--- config.mk ---
export PLATFORM = sky130hd
export DESIGN_NAME = pcht_ctrl
export DESIGN_NICKNAME = d
export VERILOG_FILES = /design/src/hdl/pcht_pkg.sv /design/src/hdl/pcht_ctrl.sv
export SDC_FILE = /design/constraint.sdc
export NUM_CORES = 1
export LEC_CHECK = 0
export BUFFER_PORTS_ARGS = -buffer_cell sky130_fd_sc_hd__buf_2
export CORE_MARGIN = 4
export CORE_UTILIZATION = 45
export CTS_BUF_LIST = sky130_fd_sc_hd__clkbuf_16
export DETAILED_ROUTE_END_ITERATION = 6
export GPL_ROUTABILITY_DRIVEN = 0
export PLACE_DENSITY_LB_ADDON = 0.12
export SKIP_CTS_REPAIR_TIMING = 1
export SLEW_MARGIN = 10
export SYNTH_ARGS = -nofsm -noshare
export SYNTH_HDL_FRONTEND = slang
export SYNTH_SLANG_ARGS = --single-unit
--- constraint.sdc ---
create_clock -name clock -period 3.4 [get_ports clock]
set_input_delay 0.51 -clock clock [delete_from_list [all_inputs] [get_ports clock]]
set_output_delay 0.51 -clock clock [all_outputs]
set_load 0.03 [all_outputs]
--- src/hdl/pcht_pkg.sv ---
// shared types, constants and helpers for the pair count hash table
`default_nettype none

package pcht_pkg;

   // table geometry defaults
   localparam int unsigned SLOTS_DEF  = 1024;
   localparam int unsigned TOKEN_BITS = 24;
   localparam int unsigned KEY_W      = 2 * TOKEN_BITS;

   // fmix64 multiplier constants
   localparam logic [63:0] MIX_C1 = 64'hFF51AFD7ED558CCD;
   localparam logic [63:0] MIX_C2 = 64'hC4CEB9FE1A85EC53;

   // request operation codes
   localparam logic [1:0] FUNC_ADD   = 2'd0;
   localparam logic [1:0] FUNC_BEST  = 2'd1;
   localparam logic [1:0] FUNC_CLEAR = 2'd2;

   // response status codes
   localparam logic [2:0] STAT_UPDATED  = 3'd0;
   localparam logic [2:0] STAT_INSERTED = 3'd1;
   localparam logic [2:0] STAT_FULL     = 3'd2;
   localparam logic [2:0] STAT_BEST     = 3'd3;
   localparam logic [2:0] STAT_NOBEST   = 3'd4;

   // partial product steps of one 64-bit multiply
   typedef enum logic [1:0] {
      MUL_LL,
      MUL_HL,
      MUL_LH,
      MUL_ACC
   } mul_phase_type;

   // which result the datapath stages
   typedef enum logic [2:0] {
      RES_UPDATE,
      RES_INSERT,
      RES_FULL,
      RES_BEST,
      RES_CLEAR,
      RES_NOBEST
   } res_sel_type;

   // commands from controller to datapath
   typedef struct packed {
      logic          load_req;
      logic          mul_en;
      mul_phase_type mul_phase;
      logic          mul_round;
      logic          mix_en;
      logic          idx_load;
      logic          rd_probe;
      logic          probe_next;
      logic          wr_update;
      logic          wr_insert;
      logic          sweep_start;
      logic          scan_rd;
      logic          clr_wr;
      logic          total_clr;
      logic          res_en;
      res_sel_type   res_sel;
      logic          out_load;
   } ctl_type;

   // status from datapath to controller
   typedef struct packed {
      logic hit;
      logic empty;
      logic full;
      logic sweep_done;
   } sts_type;

   // murmur3 finalizer xor-shift
   function automatic logic [63:0] mix64(input logic [63:0] x);
      return x ^ (x >> 33);
   endfunction

endpackage

`default_nettype wire

--- src/hdl/pcht_ctrl.sv ---
// controller: sequences hashing, probing, scans, clears and the response beat
`default_nettype none

module pcht_ctrl (
   input  wire logic              clock,
   input  wire logic              reset,
   input  wire logic              req_valid,
   output logic                   req_ready,
   input  wire logic [1:0]        req_func,
   output logic                   rsp_valid,
   input  wire logic              rsp_ready,
   output pcht_pkg::ctl_type      ctl,
   input  wire pcht_pkg::sts_type sts
);
   import pcht_pkg::*;

   typedef enum logic [3:0] {
      S_INIT,
      S_IDLE,
      S_HASH,
      S_MIX,
      S_PROBE_RD,
      S_PROBE_CHK,
      S_SCAN,
      S_SCAN_TAIL,
      S_BEST_FIN,
      S_CLEAR,
      S_RESP
   } state_type;

   state_type     state_ff, state_in;
   mul_phase_type mstep_ff, mstep_in;
   logic          round_ff, round_in;
   logic          rsp_valid_ff, rsp_valid_in;
   logic          accept, out_free;

   assign accept    = (state_ff == S_IDLE) && req_valid;
   assign out_free  = !rsp_valid_ff || rsp_ready;
   assign req_ready = state_ff == S_IDLE;
   assign rsp_valid = rsp_valid_ff;

   // next state and commands
   always_comb begin
      state_in     = state_ff;
      mstep_in     = mstep_ff;
      round_in     = round_ff;
      rsp_valid_in = rsp_valid_ff && !rsp_ready;
      ctl          = '0;
      ctl.mul_phase = mstep_ff;
      ctl.mul_round = round_ff;
      ctl.res_sel   = RES_NOBEST;
      unique case (state_ff)
         S_INIT: begin
            ctl.clr_wr = !sts.sweep_done;
            if (sts.sweep_done) state_in = S_IDLE;
         end
         S_IDLE: begin
            if (accept) begin
               unique case (req_func)
                  FUNC_ADD: begin
                     ctl.load_req = 1'b1;
                     mstep_in     = MUL_LL;
                     round_in     = 1'b0;
                     state_in     = S_HASH;
                  end
                  FUNC_BEST: begin
                     ctl.sweep_start = 1'b1;
                     state_in        = S_SCAN;
                  end
                  FUNC_CLEAR: begin
                     ctl.sweep_start = 1'b1;
                     ctl.total_clr   = 1'b1;
                     ctl.res_en      = 1'b1;
                     ctl.res_sel     = RES_CLEAR;
                     state_in        = S_CLEAR;
                  end
                  default: begin
                     ctl.res_en  = 1'b1;
                     ctl.res_sel = RES_NOBEST;
                     state_in    = S_RESP;
                  end
               endcase
            end
         end
         S_HASH: begin
            ctl.mul_en = 1'b1;
            mstep_in   = mul_phase_type'(mstep_ff + 2'd1);
            if (mstep_ff == MUL_ACC) state_in = S_MIX;
         end
         S_MIX: begin
            if (round_ff) begin
               ctl.idx_load = 1'b1;
               state_in     = S_PROBE_RD;
            end else begin
               ctl.mix_en = 1'b1;
               round_in   = 1'b1;
               state_in   = S_HASH;
            end
         end
         S_PROBE_RD: begin
            ctl.rd_probe = 1'b1;
            state_in     = S_PROBE_CHK;
         end
         S_PROBE_CHK: begin
            if (sts.hit) begin
               ctl.wr_update = 1'b1;
               ctl.res_en    = 1'b1;
               ctl.res_sel   = RES_UPDATE;
               state_in      = S_RESP;
            end else if (sts.empty) begin
               ctl.res_en = 1'b1;
               if (sts.full) begin
                  ctl.res_sel = RES_FULL;
               end else begin
                  ctl.wr_insert = 1'b1;
                  ctl.res_sel   = RES_INSERT;
               end
               state_in = S_RESP;
            end else begin
               ctl.probe_next = 1'b1;
               state_in       = S_PROBE_RD;
            end
         end
         S_SCAN: begin
            ctl.scan_rd = !sts.sweep_done;
            if (sts.sweep_done) state_in = S_SCAN_TAIL;
         end
         S_SCAN_TAIL: state_in = S_BEST_FIN;
         S_BEST_FIN: begin
            ctl.res_en  = 1'b1;
            ctl.res_sel = RES_BEST;
            state_in    = S_RESP;
         end
         S_CLEAR: begin
            ctl.clr_wr = !sts.sweep_done;
            if (sts.sweep_done) state_in = S_RESP;
         end
         S_RESP: begin
            if (out_free) begin
               ctl.out_load = 1'b1;
               rsp_valid_in = 1'b1;
               state_in     = S_IDLE;
            end
         end
         default: state_in = S_IDLE;
      endcase
   end

   // state and registered outputs
   always_ff @(posedge clock) begin
      if (reset) begin
         state_ff     <= S_INIT;
         mstep_ff     <= MUL_LL;
         round_ff     <= 1'b0;
         rsp_valid_ff <= 1'b0;
      end else begin
         state_ff     <= state_in;
         mstep_ff     <= mstep_in;
         round_ff     <= round_in;
         rsp_valid_ff <= rsp_valid_in;
      end
   end

endmodule

`default_nettype wire

==> impl_metrics.ini <==
[outcome]
outcome = finished, final reports clean

[worst_setup_path]
cp-start-kind = flop
crit_required_ns = 2.89
rr_endpoint = state_ff[0]
worst_endpoint_data_arrival_time_ns = 1.79
criticalPathCategory = reg2out
timing.reg2reg.worst_path_depth = 5
timing.critical_path.to_type = primary output
timing.rr.start = state_ff[1]
worst-r2r-setup-slack_ns = 1.25
path_max_fanout = 15

[cts]
ctsHtreeMaxLevel = 1
clock_latency_ns = 0.23
clk_pin_slew_ns = 0.04
cts_inserted_buffers = 3
clkSinkCount = 8
tritoncts_clock_tree = yes
clk_root_buffer_cell = clkbuf_16
max-clock-path-buffers = 2

[placement]
buffer_ports.inserted = 31
area_after_detailed_placement_um2 = 914.6
detailedPlacementHpwl_mm = 1.553
place_inst = 146

[drt]
route.final.wire_length_mm = 2.136
first_pass_iters = 4
first_iter_violations = 12
route.detailed.drc = 0
detailed_route_via_count = 863
antenna_left = 0
ratio_of_routed_vias_to_standard_cells = 5.792
route.detailed.wl_per_inst_um = 14.34

[global_route]
grt_antenna_before_repair = 0
first_global_vias = 816
grt_first_pass_wirelength_mm = 3.643
overflow = 0
maximum_number_of_pins_on_one_net_before_global_route_repair = 20
grtUsageTotal = 0.1913

[cells_and_area]
finalNonFillerCells = 149
layout.area.seq_um2 = 160.2
layout.nets = 151
diodes = 0
filler_cell_count = 150
final_core_utilization = 0.6348
areaGrowthSynthToFinish_pct = 28.41
multiInputGateArea_um2 = 549.3
drive_above_1_share = 0.2857
design_area_um2 = 989.7

[synth]
syn_area_um2 = 770.7
synth.top_cells.by_area = dfxtp_1 21%, ha_1 9.7%, nand2_1 5.4%
synth-seq-area-share = 0.2078
synthDominantAreaCellType = dfxtp_1
async_s_r_ff_share_synth = 0
yosysUniqueCellTypes = 36
postSynthNetCount = 121
avgSynthCellArea_um2 = 7.340
synth_cells = 105
synth-seq-cells = 8
synthFlopType = dfxtp_1
netlist.area_leader.share = 0.2078
synth_warnings = 0
synth_enable_flop_cells = 0

[worst_hold_path]
hold_depth = 2
hp-start = mstep_ff[1]
worstHoldPathType = reg2reg
worst_hold_path.endpoint = mstep_ff[1]

[timing]
finalHoldWorstSlack_ns = 0.5017
min_period_ns = 2.303
grt_setup_unrepaired = no
final_min_period_over_clock_period = 0.6773
clock.fmax_mhz = 434.3
final_hold_viol_count = 0
clock_skew_ns = 0.0003596
actual_slew_at_the_worst_max_slew_pin_ns = 0.6327
finalSetupViolCount = 0
final_max_slew_viol_count = 0
setup_tns_after_final_layout_ns = 0
max-slew-margin-rel = 0.5776

[floorplan]
core.rowCount = 14
core_area_mm2 = 0.001559
die_x_um = 49.39
die_y_um = 49.39
floorplan.die_area_mm2 = 0.002439
start_util = 0.4944
boundaryPins = 32

[pwr]
cellLeakagePower_nw = 0.4995
ir_worst_vdd_mv = 0.4364
power.density_cell_area_mw_per_mm2 = 772.2

[job]
timing.max_cap.violations = 0
-- sequential cells by signal (all words and copies together), names as in the netlist --
register	cells
mstep_ff	2
round_ff	1
rsp_valid	1
state_ff	4
-- cell usage in the layout (no fill, tap or decap), types with 4 or more instances in the layout --
master / synthesis / final
nor3_1: 5 / 5
nor2b_1: 4 / 4
dfxtp_1: 8 / 8
nand3_1: 5 / 5
o21ai_0: 6 / 6
ha_1: 6 / 6
nand2_1: 11 / 11
a21oi_1: 6 / 6
nor2_1: 8 / 8
buf_2: 1 / 31
inv_1: 8 / 8
-- worst max path at each step --
stage | start | end | slack, ns | depth (start not counted)
after global routing | state_ff[1] | ctl[9] | 0.96 | 4
after global placement | state_ff[1] | state_ff[0] | 1.38 | 5
after CTS | state_ff[2] | ctl[19] | 1.11 | 5
after floorplan | state_ff[2] | ctl[9] | 0.96 | 3
final | state_ff[2] | ctl[19] | 1.10 | 5
after detailed placement | state_ff[1] | state_ff[0] | 1.35 | 5
-- routing by layer --
layer  GRT usage  share of wire  up-vias
li1            -              -      432
met1      0.2385           0.45      395
met2      0.3080           0.47       32
met3     0.04893          0.063        4
met4     0.08295          0.015        0
met5           0              0        -
-- metrics by stage --
stage	power, mW	setup slack [ns]
finish	0.7642	1.097
global route	0.8182	0.9555
CTS	0.7639	1.110
detailed placement	0.5612	1.353
global placement	0.5524	1.376
floorplan	0.4742	0.9626
-- cell type report --
cell class / count / share of cell area
clock buffer: 3 / 0.07585
inverter: 8 / 0.03034
multi-input combinational: 83 / 0.5550
sequential: 8 / 0.1618
tap: 16 / 0.02023
timing repair buffer: 31 / 0.1568
-- kinds of logic after synthesis --
| logic type | after synthesis | synth area share |
|---|---|---|
| buffers and inverters | 14 | 0.07953 |
| AOI/OAI and AO/OA | 26 | 0.2370 |
| xor gates and xnor gates | 1 | 0.01137 |
| DFF | 8 | 0.2078 |
| muxes | 2 | 0.02598 |
| and+or+nand+nor | 48 | 0.3409 |
| adders and majority gates | 6 | 0.09740 |
-- cells in the mapped netlist (3+ instances only) --
cell type,number
nand2_1,11
dfxtp_1,8
inv_1,8
nor2_1,8
a21oi_1,6
ha_1,6
o21ai_0,6
nand3_1,5
nor3_1,5
nor2b_1,4
and2_1,3
clkbuf_1,3
-- critical path, stage by stage, from the launching register on --
cell	delay [ns]
dfxtp_1	0.68
and2b_1	0.30
and3_1	0.23
nand2_1	0.14
inv_1	0.05
buf_2	0.17
-- report_power, final --
group	total [mW]	internal [mW]	switching, mW
clock	0.194	0.151	0.0423
combinational	0.376	0.136	0.240
sequential	0.195	0.119	0.0763
total	0.764	0.406	0.358
Note: power is estimated with default switching activity, not from simulation.
